### src/hw/rtl/pppt_pkg.sv
package pppt_pkg;

	localparam int PAD_W = 3;
	localparam int SAMPLE_W = 10;
	localparam int THR_W = 10;
	localparam int MS_W = 8;
	localparam int NOTE_W = 7;
	localparam int VEL_W = 7;
	localparam int CFG_IDX_W = 3;
	localparam int CFG_DATA_W = 10;
	localparam int NUM_THR_REGS = 6;

	localparam int NUM_PADS_DEF = 6;
	localparam int SAMPLE_MAX_DEF = 1023;

	localparam logic [CFG_IDX_W-1:0] REG_PEAK_WINDOW = 3'd6;
	localparam logic [CFG_IDX_W-1:0] REG_QUIET_WINDOW = 3'd7;

	localparam logic REQ_SAMPLE = 1'b0;
	localparam logic REQ_TICK = 1'b1;

	localparam logic EV_NOTE_ON = 1'b0;
	localparam logic EV_NOTE_OFF = 1'b1;

	localparam logic [VEL_W-1:0] VEL_MAX = 7'd127;
	localparam logic [VEL_W-1:0] VEL_MIN = 7'd1;
	localparam logic [VEL_W-1:0] VEL_OFF = 7'd0;
	localparam logic [MS_W-1:0] TIMER_MAX = 8'hFF;

	localparam logic [MS_W-1:0] PEAK_WINDOW_RST = 8'd12;
	localparam logic [MS_W-1:0] QUIET_WINDOW_RST = 8'd25;

	// Pads beyond the sixth share the threshold and note of pad (index mod 6).
	function automatic logic [PAD_W-1:0] thr_slot(input logic [PAD_W-1:0] p);
		thr_slot = (p >= PAD_W'(NUM_THR_REGS)) ? p - PAD_W'(NUM_THR_REGS) : p;
	endfunction

	function automatic logic [NOTE_W-1:0] note_of(input logic [PAD_W-1:0] slot);
		case (slot)
			3'd0: note_of = 7'd38;
			3'd1: note_of = 7'd42;
			3'd2: note_of = 7'd45;
			3'd3: note_of = 7'd36;
			3'd4: note_of = 7'd51;
			3'd5: note_of = 7'd39;
			default: note_of = 7'd38;
		endcase
	endfunction

	function automatic logic [THR_W-1:0] thr_reset(input logic [PAD_W-1:0] slot);
		case (slot)
			3'd0: thr_reset = 10'd80;
			3'd1: thr_reset = 10'd40;
			3'd2: thr_reset = 10'd60;
			3'd3: thr_reset = 10'd60;
			3'd4: thr_reset = 10'd60;
			3'd5: thr_reset = 10'd30;
			default: thr_reset = 10'd60;
		endcase
	endfunction

endpackage

### src/hw/rtl/piezo_pad_peak_trigger_core.sv
// Piezo pad trigger: turns tagged converter samples into note-on and note-off items.
// The input channel (in_valid/in_ready) carries either a sample for one pad or a
// one millisecond tick, chosen by req_type. Ticks advance every pad's timer and
// never give a result. The output channel (out_valid/out_ready) carries at most
// one event item per input item, in input order.
// A tick, or a sample that gives no result, leaves the block ready for the next item.
// A note-off, or a note-on whose velocity is fixed at 1 or 127, goes from the push state
// into the output register once that register is free, and the next item is taken after
// that. Any other note-on first passes the bit-serial velocity divider, which produces one
// quotient bit per cycle over the 17-bit scaled excess of the peak over its threshold.
// The output register parts the two channels: a new item is accepted while an
// earlier result still waits. If the receiver stalls and a second result is ready,
// the block holds that result and takes no further item until the register frees.
// Reset clears every pad to idle with zeroed timers, restores the default
// thresholds and windows, and empties the output register.
// Configuration writes (cfg_we, cfg_index, cfg_data) take effect at once and are
// meant to be made while the block is idle.
module piezo_pad_peak_trigger_core
	import pppt_pkg::*;
#(
	parameter int NUM_PADS = NUM_PADS_DEF,
	parameter int SAMPLE_MAX = SAMPLE_MAX_DEF
) (
	input  logic                  clk,
	input  logic                  arst_n,
	input  logic                  cfg_we,
	input  logic [CFG_IDX_W-1:0]  cfg_index,
	input  logic [CFG_DATA_W-1:0] cfg_data,
	input  logic                  in_valid,
	output logic                  in_ready,
	input  logic                  req_type,
	input  logic [PAD_W-1:0]      pad,
	input  logic [SAMPLE_W-1:0]   sample,
	output logic                  out_valid,
	input  logic                  out_ready,
	output logic                  event_kind,
	output logic [PAD_W-1:0]      pad_index,
	output logic [NOTE_W-1:0]     note_number,
	output logic [VEL_W-1:0]      velocity
);

	localparam int IDX_W = (NUM_PADS > 1) ? $clog2(NUM_PADS) : 1;
	localparam int MAX_W = $clog2(SAMPLE_MAX + 1);
	localparam int CMP_W = (MAX_W > THR_W) ? MAX_W : THR_W;
	localparam int NUM_W = SAMPLE_W + VEL_W;
	localparam int PCMP_W = 5;

	typedef enum logic [1:0] {
		MODE_IDLE  = 2'd0,
		MODE_TRACK = 2'd1,
		MODE_AFTER = 2'd2
	} mode_t;

	typedef enum logic [1:0] {
		ST_IDLE,
		ST_DIV,
		ST_PUSH
	} state_t;

	state_t             state_q;
	mode_t              mode_q [NUM_PADS];
	logic [MS_W-1:0]    timer_q [NUM_PADS];
	logic [SAMPLE_W-1:0] peak_q [NUM_PADS];
	logic [THR_W-1:0]   thr_q [NUM_THR_REGS];
	logic [MS_W-1:0]    pkwin_q;
	logic [MS_W-1:0]    qwin_q;

	logic               pend_kind_q;
	logic [PAD_W-1:0]   pend_pad_q;
	logic [NOTE_W-1:0]  pend_note_q;
	logic [VEL_W-1:0]   pend_vel_q;

	logic               out_valid_q;
	logic               out_kind_q;
	logic [PAD_W-1:0]   out_pad_q;
	logic [NOTE_W-1:0]  out_note_q;
	logic [VEL_W-1:0]   out_vel_q;

	logic               acc;
	logic               push;
	logic               is_sample;
	logic               pad_ok;
	logic [PAD_W-1:0]   slot;
	logic [IDX_W-1:0]   idx;
	logic [THR_W-1:0]   cur_thr;
	mode_t              cur_mode;
	logic [SAMPLE_W-1:0] cur_peak;
	logic [MS_W-1:0]    cur_timer;
	logic               hit;
	logic [SAMPLE_W-1:0] new_peak;
	logic               win_done;
	logic               quiet_done;
	logic [CMP_W-1:0]   thr_ext;
	logic               thr_big;
	logic               above;
	logic [SAMPLE_W-1:0] diff;
	logic [NUM_W-1:0]   num;
	logic [MAX_W-1:0]   den;
	logic               div_start;
	logic               div_done;
	logic [NUM_W-1:0]   quot;
	logic [VEL_W-1:0]   div_vel;

	assign in_ready = (state_q == ST_IDLE);
	assign acc = in_valid && in_ready;
	assign push = (state_q == ST_PUSH) && (!out_valid_q || out_ready);
	assign is_sample = (req_type == REQ_SAMPLE);
	assign pad_ok = PCMP_W'(pad) < PCMP_W'(NUM_PADS);

	assign slot = thr_slot(pad);
	assign idx = IDX_W'(pad);
	assign cur_thr = thr_q[slot];
	assign cur_mode = mode_q[idx];
	assign cur_peak = peak_q[idx];
	assign cur_timer = timer_q[idx];

	assign hit = sample > cur_thr;
	assign new_peak = (sample > cur_peak) ? sample : cur_peak;
	assign win_done = cur_timer >= pkwin_q;
	assign quiet_done = (cur_timer > qwin_q) || (cur_timer == TIMER_MAX);

	assign thr_ext = CMP_W'(cur_thr);
	assign thr_big = thr_ext >= CMP_W'(SAMPLE_MAX);
	assign above = new_peak > cur_thr;
	assign diff = new_peak - cur_thr;
	assign num = (NUM_W'(diff) << 7) - (NUM_W'(diff) << 1);
	assign den = MAX_W'(CMP_W'(SAMPLE_MAX) - thr_ext);

	assign div_start = acc && is_sample && pad_ok && (cur_mode == MODE_TRACK) && win_done
		&& !thr_big && above;

	assign div_vel = (quot >= NUM_W'(VEL_MAX)) ? VEL_MAX : VEL_W'(quot) + VEL_MIN;

	pppt_div #(
		.NUM_W(NUM_W),
		.DEN_W(MAX_W)
	) u_div (
		.clk(clk),
		.arst_n(arst_n),
		.start(div_start),
		.num(num),
		.den(den),
		.done(div_done),
		.quot(quot)
	);

	always_ff @(posedge clk or negedge arst_n) begin
		if (!arst_n) begin
			for (int i = 0; i < NUM_THR_REGS; i++) begin
				thr_q[i] <= thr_reset(PAD_W'(i));
			end
			pkwin_q <= PEAK_WINDOW_RST;
			qwin_q <= QUIET_WINDOW_RST;
		end else if (cfg_we) begin
			if (cfg_index == REG_PEAK_WINDOW) begin
				pkwin_q <= cfg_data[MS_W-1:0];
			end else if (cfg_index == REG_QUIET_WINDOW) begin
				qwin_q <= cfg_data[MS_W-1:0];
			end else begin
				thr_q[cfg_index] <= cfg_data[THR_W-1:0];
			end
		end
	end

	always_ff @(posedge clk) begin
		if (acc && is_sample && pad_ok) begin
			if (cur_mode == MODE_IDLE && hit) begin
				peak_q[idx] <= sample;
			end else if (cur_mode == MODE_TRACK) begin
				peak_q[idx] <= new_peak;
			end
		end
	end

	always_ff @(posedge clk or negedge arst_n) begin
		if (!arst_n) begin
			state_q <= ST_IDLE;
			for (int i = 0; i < NUM_PADS; i++) begin
				mode_q[i] <= MODE_IDLE;
				timer_q[i] <= '0;
			end
			pend_kind_q <= EV_NOTE_ON;
			pend_pad_q <= '0;
			pend_note_q <= '0;
			pend_vel_q <= '0;
			out_valid_q <= 1'b0;
			out_kind_q <= EV_NOTE_ON;
			out_pad_q <= '0;
			out_note_q <= '0;
			out_vel_q <= '0;
		end else begin
			if (push) begin
				out_valid_q <= 1'b1;
			end else if (out_valid_q && out_ready) begin
				out_valid_q <= 1'b0;
			end
			case (state_q)
				ST_IDLE: begin
					if (acc) begin
						if (!is_sample) begin
							for (int i = 0; i < NUM_PADS; i++) begin
								if (timer_q[i] != TIMER_MAX) begin
									timer_q[i] <= timer_q[i] + 1'b1;
								end
							end
						end else if (pad_ok) begin
							pend_pad_q <= pad;
							pend_note_q <= note_of(slot);
							case (cur_mode)
								MODE_IDLE: begin
									if (hit) begin
										timer_q[idx] <= '0;
										mode_q[idx] <= MODE_TRACK;
									end
								end
								MODE_TRACK: begin
									if (win_done) begin
										timer_q[idx] <= '0;
										mode_q[idx] <= MODE_AFTER;
										pend_kind_q <= EV_NOTE_ON;
										if (thr_big) begin
											pend_vel_q <= VEL_MAX;
											state_q <= ST_PUSH;
										end else if (!above) begin
											pend_vel_q <= VEL_MIN;
											state_q <= ST_PUSH;
										end else begin
											state_q <= ST_DIV;
										end
									end
								end
								default: begin
									if (hit) begin
										timer_q[idx] <= '0;
									end else if (quiet_done) begin
										mode_q[idx] <= MODE_IDLE;
										pend_kind_q <= EV_NOTE_OFF;
										pend_vel_q <= VEL_OFF;
										state_q <= ST_PUSH;
									end
								end
							endcase
						end
					end
				end
				ST_DIV: begin
					if (div_done) begin
						pend_vel_q <= div_vel;
						state_q <= ST_PUSH;
					end
				end
				ST_PUSH: begin
					if (push) begin
						out_kind_q <= pend_kind_q;
						out_pad_q <= pend_pad_q;
						out_note_q <= pend_note_q;
						out_vel_q <= pend_vel_q;
						state_q <= ST_IDLE;
					end
				end
				default: begin
					state_q <= ST_IDLE;
				end
			endcase
		end
	end

	assign out_valid = out_valid_q;
	assign event_kind = out_kind_q;
	assign pad_index = out_pad_q;
	assign note_number = out_note_q;
	assign velocity = out_vel_q;

endmodule

### src/hw/rtl/pppt_div.sv
module pppt_div #(
	parameter int NUM_W = 17,
	parameter int DEN_W = 10
) (
	input  logic             clk,
	input  logic             arst_n,
	input  logic             start,
	input  logic [NUM_W-1:0] num,
	input  logic [DEN_W-1:0] den,
	output logic             done,
	output logic [NUM_W-1:0] quot
);

	localparam int CNT_W = $clog2(NUM_W + 1);

	logic [NUM_W-1:0] num_q;
	logic [DEN_W-1:0] den_q;
	logic [DEN_W-1:0] rem_q;
	logic [CNT_W-1:0] cnt_q;
	logic             done_q;
	logic [DEN_W:0]   trial;
	logic             fits;
	logic [DEN_W:0]   diff;

	// One quotient bit per cycle; the dividend shifts out as the quotient shifts in.
	assign trial = {rem_q, num_q[NUM_W-1]};
	assign fits = trial >= {1'b0, den_q};
	assign diff = trial - {1'b0, den_q};

	always_ff @(posedge clk or negedge arst_n) begin
		if (!arst_n) begin
			cnt_q <= '0;
			done_q <= 1'b0;
		end else begin
			done_q <= 1'b0;
			if (start) begin
				cnt_q <= CNT_W'(NUM_W);
			end else if (cnt_q != '0) begin
				cnt_q <= cnt_q - 1'b1;
				done_q <= (cnt_q == CNT_W'(1));
			end
		end
	end

	always_ff @(posedge clk) begin
		if (start) begin
			num_q <= num;
			den_q <= den;
			rem_q <= '0;
		end else if (cnt_q != '0) begin
			rem_q <= fits ? diff[DEN_W-1:0] : trial[DEN_W-1:0];
			num_q <= {num_q[NUM_W-2:0], fits};
		end
	end

	assign done = done_q;
	assign quot = num_q;

endmodule

### config.mk
export PLATFORM = sky130hd
export DESIGN_NAME = piezo_pad_peak_trigger_core
export DESIGN_NICKNAME = d
export VERILOG_FILES = /design/src/hw/rtl/pppt_pkg.sv /design/src/hw/rtl/piezo_pad_peak_trigger_core.sv /design/src/hw/rtl/pppt_div.sv
export SDC_FILE = /design/constraint.sdc
export NUM_CORES = 1
export LEC_CHECK = 0
export ABC_CLOCK_PERIOD_IN_PS = 13000
export BUFFER_PORTS_ARGS = -buffer_cell sky130_fd_sc_hd__buf_2
export CORE_ASPECT_RATIO = 0.8
export CORE_MARGIN = 1
export CORE_UTILIZATION = 60
export CTS_CLUSTER_SIZE = 28
export DETAILED_ROUTE_END_ITERATION = 10
export PLACE_DENSITY_LB_ADDON = 0.15
export SETUP_SLACK_MARGIN = 0.3
export SLEW_MARGIN = 20
export SYNTH_ARGS = -nofsm -noshare
export SYNTH_HDL_FRONTEND = slang
export SYNTH_SLANG_ARGS = --single-unit
### constraint.sdc
create_clock -name clk -period 13 [get_ports clk]
set_input_delay 2.6 -clock clk [delete_from_list [all_inputs] [get_ports clk]]
set_output_delay 2.6 -clock clk [all_outputs]
set_load 0.02 [all_outputs]
==> results.md <==
- Status: complete, no violations
- Fin Setup TNS: 0 ns
- Worst Hold Class: register to register
- CP max stage delay: around 0.62 ns
- Area Growth Syn to Fin: 9.26%
- Post-route ant nets: 0
- Pleak: 7.16 nW
- Min cycle time layout: 8.57 ns
- Synth Area in Adders: 0.0631
- Synth Flop Type: dfrtp_1
- Count leader, synth: dfrtp_1
- Layout fillers: approximately 2k
- Drt drc: 0
- Mapped Nets: roughly 1.6k
- Area contributors post-synth: dfrtp_1, edfxtp_1, mux2_2
- Sw frac: 0.362
- Pre-CTS setup slack: between 3 and 4 ns
- Initial core utilization: 0.612
- Crit-path most repeated cell: ha_1
- CP Buf/Inv Count: 3
- Top cell type's share of synthesized area: 0.248
- Post-Syn Area: 0.0155 mm2
- Post-synthesis simple-gate area fraction: 0.131
- VDD IR max: ~120 uV
- Largest delay contributor family on the critical path: simple AND/OR/NAND/NOR gates
- Int Pwr: 2.07 mW
- Final period utilization: 0.659
- Core box area: approximately 0.025 mm2
- Clock share of power: 0.242
- I/O Pins: 52
- Vias in the first global route: approximately 11k
- Worst-path clk slew: 0.06 ns
- Share of cells above drive strength 1: 0.190
- Cell variety after synth: ~80
- Gate power share: 0.354
- Compound-Gate Fraction of Synth Area: 0.136
- Drt wl/cell: ~20 um
- Synth cell count leaders: dfrtp_1, nor2_1, nand2_1, mux2_2, o21ai_0
- Worst-Skew Late Latency: ~0.55 ns
- First-pass GRT wire length: roughly 60 mm
- # setup viols final: 0
- Number of synthesized flops with an enable pin: 87
- Critical path required time: approximately 13 ns
- Post-synthesis xor/xnor area fraction: 0.0164
- Die Ht: 146 um
- Number of max-cap violations: 0
- Pin count of the biggest net entering global routing: between 100 and 150
- Post-cts sizing count: 0
- HPWL Detailed: between 20 and 30 mm
- Initial DRC Count: 880
- Crit path kind: input port to register
- Initial antenna violation count: 1
- Slowest CP cell: or4b_2
- Remaining Overflow, GRT: 0
- CP Cell Sequence: buf_4 > mux4_2 > a21oi_1 > ha_1 > a21o_1 > a21o_1 > a21oi_1 > o211ai_1 > nand2_1 > mux2i_1 > inv_1 > ha_1 > nor2b_1 > o2111ai_1 > a311oi_1 > or4b_2 > nand3_1 > inv_1 > ha_1 > o21a_1 > nor3b_1 > mux2i_1 > nand2_1
- Worst Path Arrival: roughly 9 ns
- Row count: 52
- Pwr Density: 191 mW/mm2
- RSZ-0062 raised after global routing: no
- Slew HR: 0.267
- Yosys warnings: 0
- Asr flop ratio synth: 0.649
- Global Route Usage Sum: 0.284
- Critical path startpoint category: input port
- Drt pass-1 iters: 7
- Register area: roughly 0.0073 mm2
- Placer Congestion: just over 0.9
- Mapped Cells: ~1.4k
- Synth Register Bits: between 200 and 300
- Final Hold Vio Count: 0
- Die extent in x: around 180 um
- Crit Path Max Fanout: 36
- Clk_skew: 0.0162 ns
- Final Worst Setup Slack: 4.43 ns
- CTS root buf: clkbuf_16
- Port bufs: 50
- TritonCTS Buffers: 28
- Sequential share of power: 0.404
- Multiplexer area fraction after synthesis: 0.147
- Final nets: 1591
- Critical Path End Type: register
- Die footprint: 0.0265 mm2
- Multi-input gate area in the final layout: just under 0.008 mm2
- Synth area leader: dfrtp_1
- CTS tree: done
- Net switching power: 1.17 mW
- Hold buffers post-CTS: 0
- H-tree depth: 1
- Max Freq: approximately 0.12 GHz
- Setup Fix Bufs, Post-CTS: 0
- CTS max path bufs: 3
- Worst-margin pin slew: 1.10 ns
- Via count: approximately 11k
- Avg Cell Area, Syn: 10.8 um2
- Largest family of logic cells by synthesized area: multiplexers
- Routed WL: around 37 mm
- Sequential area share after synthesis: 0.472
- Number of max-slew violations in the final report: 0
- # clock sinks: approximately 280
- Vias per cell: approximately 6.3
## per-layer routing
metal / up-vias / global-route usage / share of wire
li1: 5413 / - / -
met1: 5666 / 0.430 / 0.48
met2: 359 / 0.429 / 0.44
met3: 60 / 0.0425 / 0.058
met4: 0 / 0.0725 / 0.023
met5: - / 0 / 0
## cells in the final DEF, fill, tap and decap left out, types with 13 or more instances in the layout
| cell | instances |
|---|---|
| a211oi_1 | 16 |
| a21o_1 | 21 |
| a21oi_1 | 67 |
| a31oi_1 | 13 |
| and3_1 | 14 |
| buf_2 | 48 |
| buf_4 | 16 |
| clkbuf_16 | 29 |
| dfrtp_1 | 154 |
| dfstp_2 | 25 |
| edfxtp_1 | 87 |
| ha_1 | 75 |
| inv_1 | 74 |
| mux2_2 | 103 |
| mux2i_1 | 52 |
| mux4_2 | 26 |
| nand2_1 | 111 |
| nand2b_1 | 25 |
| nand3_1 | 34 |
| nand4_1 | 19 |
| nor2_1 | 116 |
| nor2b_1 | 18 |
| nor3_1 | 25 |
| o21ai_0 | 100 |
| o21ai_1 | 14 |
| o22ai_1 | 27 |
| xnor2_1 | 22 |
## cell type report
class / instances / area share
Multi-Input combinational cell: 1037 / 0.453
Sequential cell: 276 / 0.432
Clock buffer: 33 / 0.0443
Tap cell: 324 / 0.0239
Timing Repair Buffer: 65 / 0.0221
Inverter: 74 / 0.0164
Clock inverter: 19 / 0.00790
Antenna cell: 1 / 0.000148
## power by group through the flow
stage	Combinational, mW	Clock [mW]	Sequential (mW)
after floorplan	0.854	0	1.28
after global placement	1.10	0	1.31
after detailed placement	1.13	0	1.32
after CTS	1.13	0.795	1.30
after global routing	1.28	0.830	1.33
final	1.15	0.784	1.31
## state kept, by name, indices dropped and copies added, names as in the netlist, 6 cells and up, named ones only
| name | count |
|---|---|
| peak_q | 60 |
| thr_q | 60 |
| timer_q | 48 |
| u_div.quot | 17 |
| u_div.den_q | 10 |
| u_div.rem_q | 10 |
| pkwin_q | 8 |
| qwin_q | 8 |
| pend_vel_q | 7 |
| velocity | 7 |
| mode_q | 6 |
| note_number | 6 |
| pend_note_q | 6 |
## kinds of logic (layout without fill, tap and decap cells)
| logic type | Yosys count | after routing |
|---|---|---|
| AOI/OAI and AO/OA | 332 | 332 |
| buffers and inverters | 130 | 191 |
| xor gates and xnor gates | 29 | 29 |
| DFF | 276 | 276 |
| other | 1 | 2 |
| muxes | 183 | 183 |
| adders and majority gates | 77 | 77 |
| and+or+nand+nor | 415 | 415 |
## metrics by stage
step                cells  power [mW]  hold slack [ns]  cell area [um2]   util
finish               1829        3.24            0.458            17000  0.668
global route         1828        3.44            0.478            17000  0.668
CTS                  1828        3.23            0.466            16900  0.668
detailed placement   1776        2.45            0.448            16100  0.633
global placement     1776        2.41            0.445            16100  0.633
floorplan            1443        2.13            0.430            15500      -
## path summary, 6_finish.rpt
| check | from | end | slack, ns | cells after the start |
|---|---|---|---|---|
| min in group asynchronous | arst_n | thr_q[50] | 2.18 | 1 |
| hold / removal | pend_note_q[5] | pend_note_q[5] | 0.46 | 1 |
| hold reg to reg | pend_note_q[5] | pend_note_q[5] | 0.46 | 1 |
| max in group asynchronous | arst_n | pad_index[2] | 9.42 | 2 |
| setup / recovery | pad[0] | u_div.quot[12] | 4.43 | 23 |
| setup reg to reg | peak_q[0][3] | u_div.quot[12] | 6.74 | 22 |
Note: power is estimated with default switching activity, not from simulation.
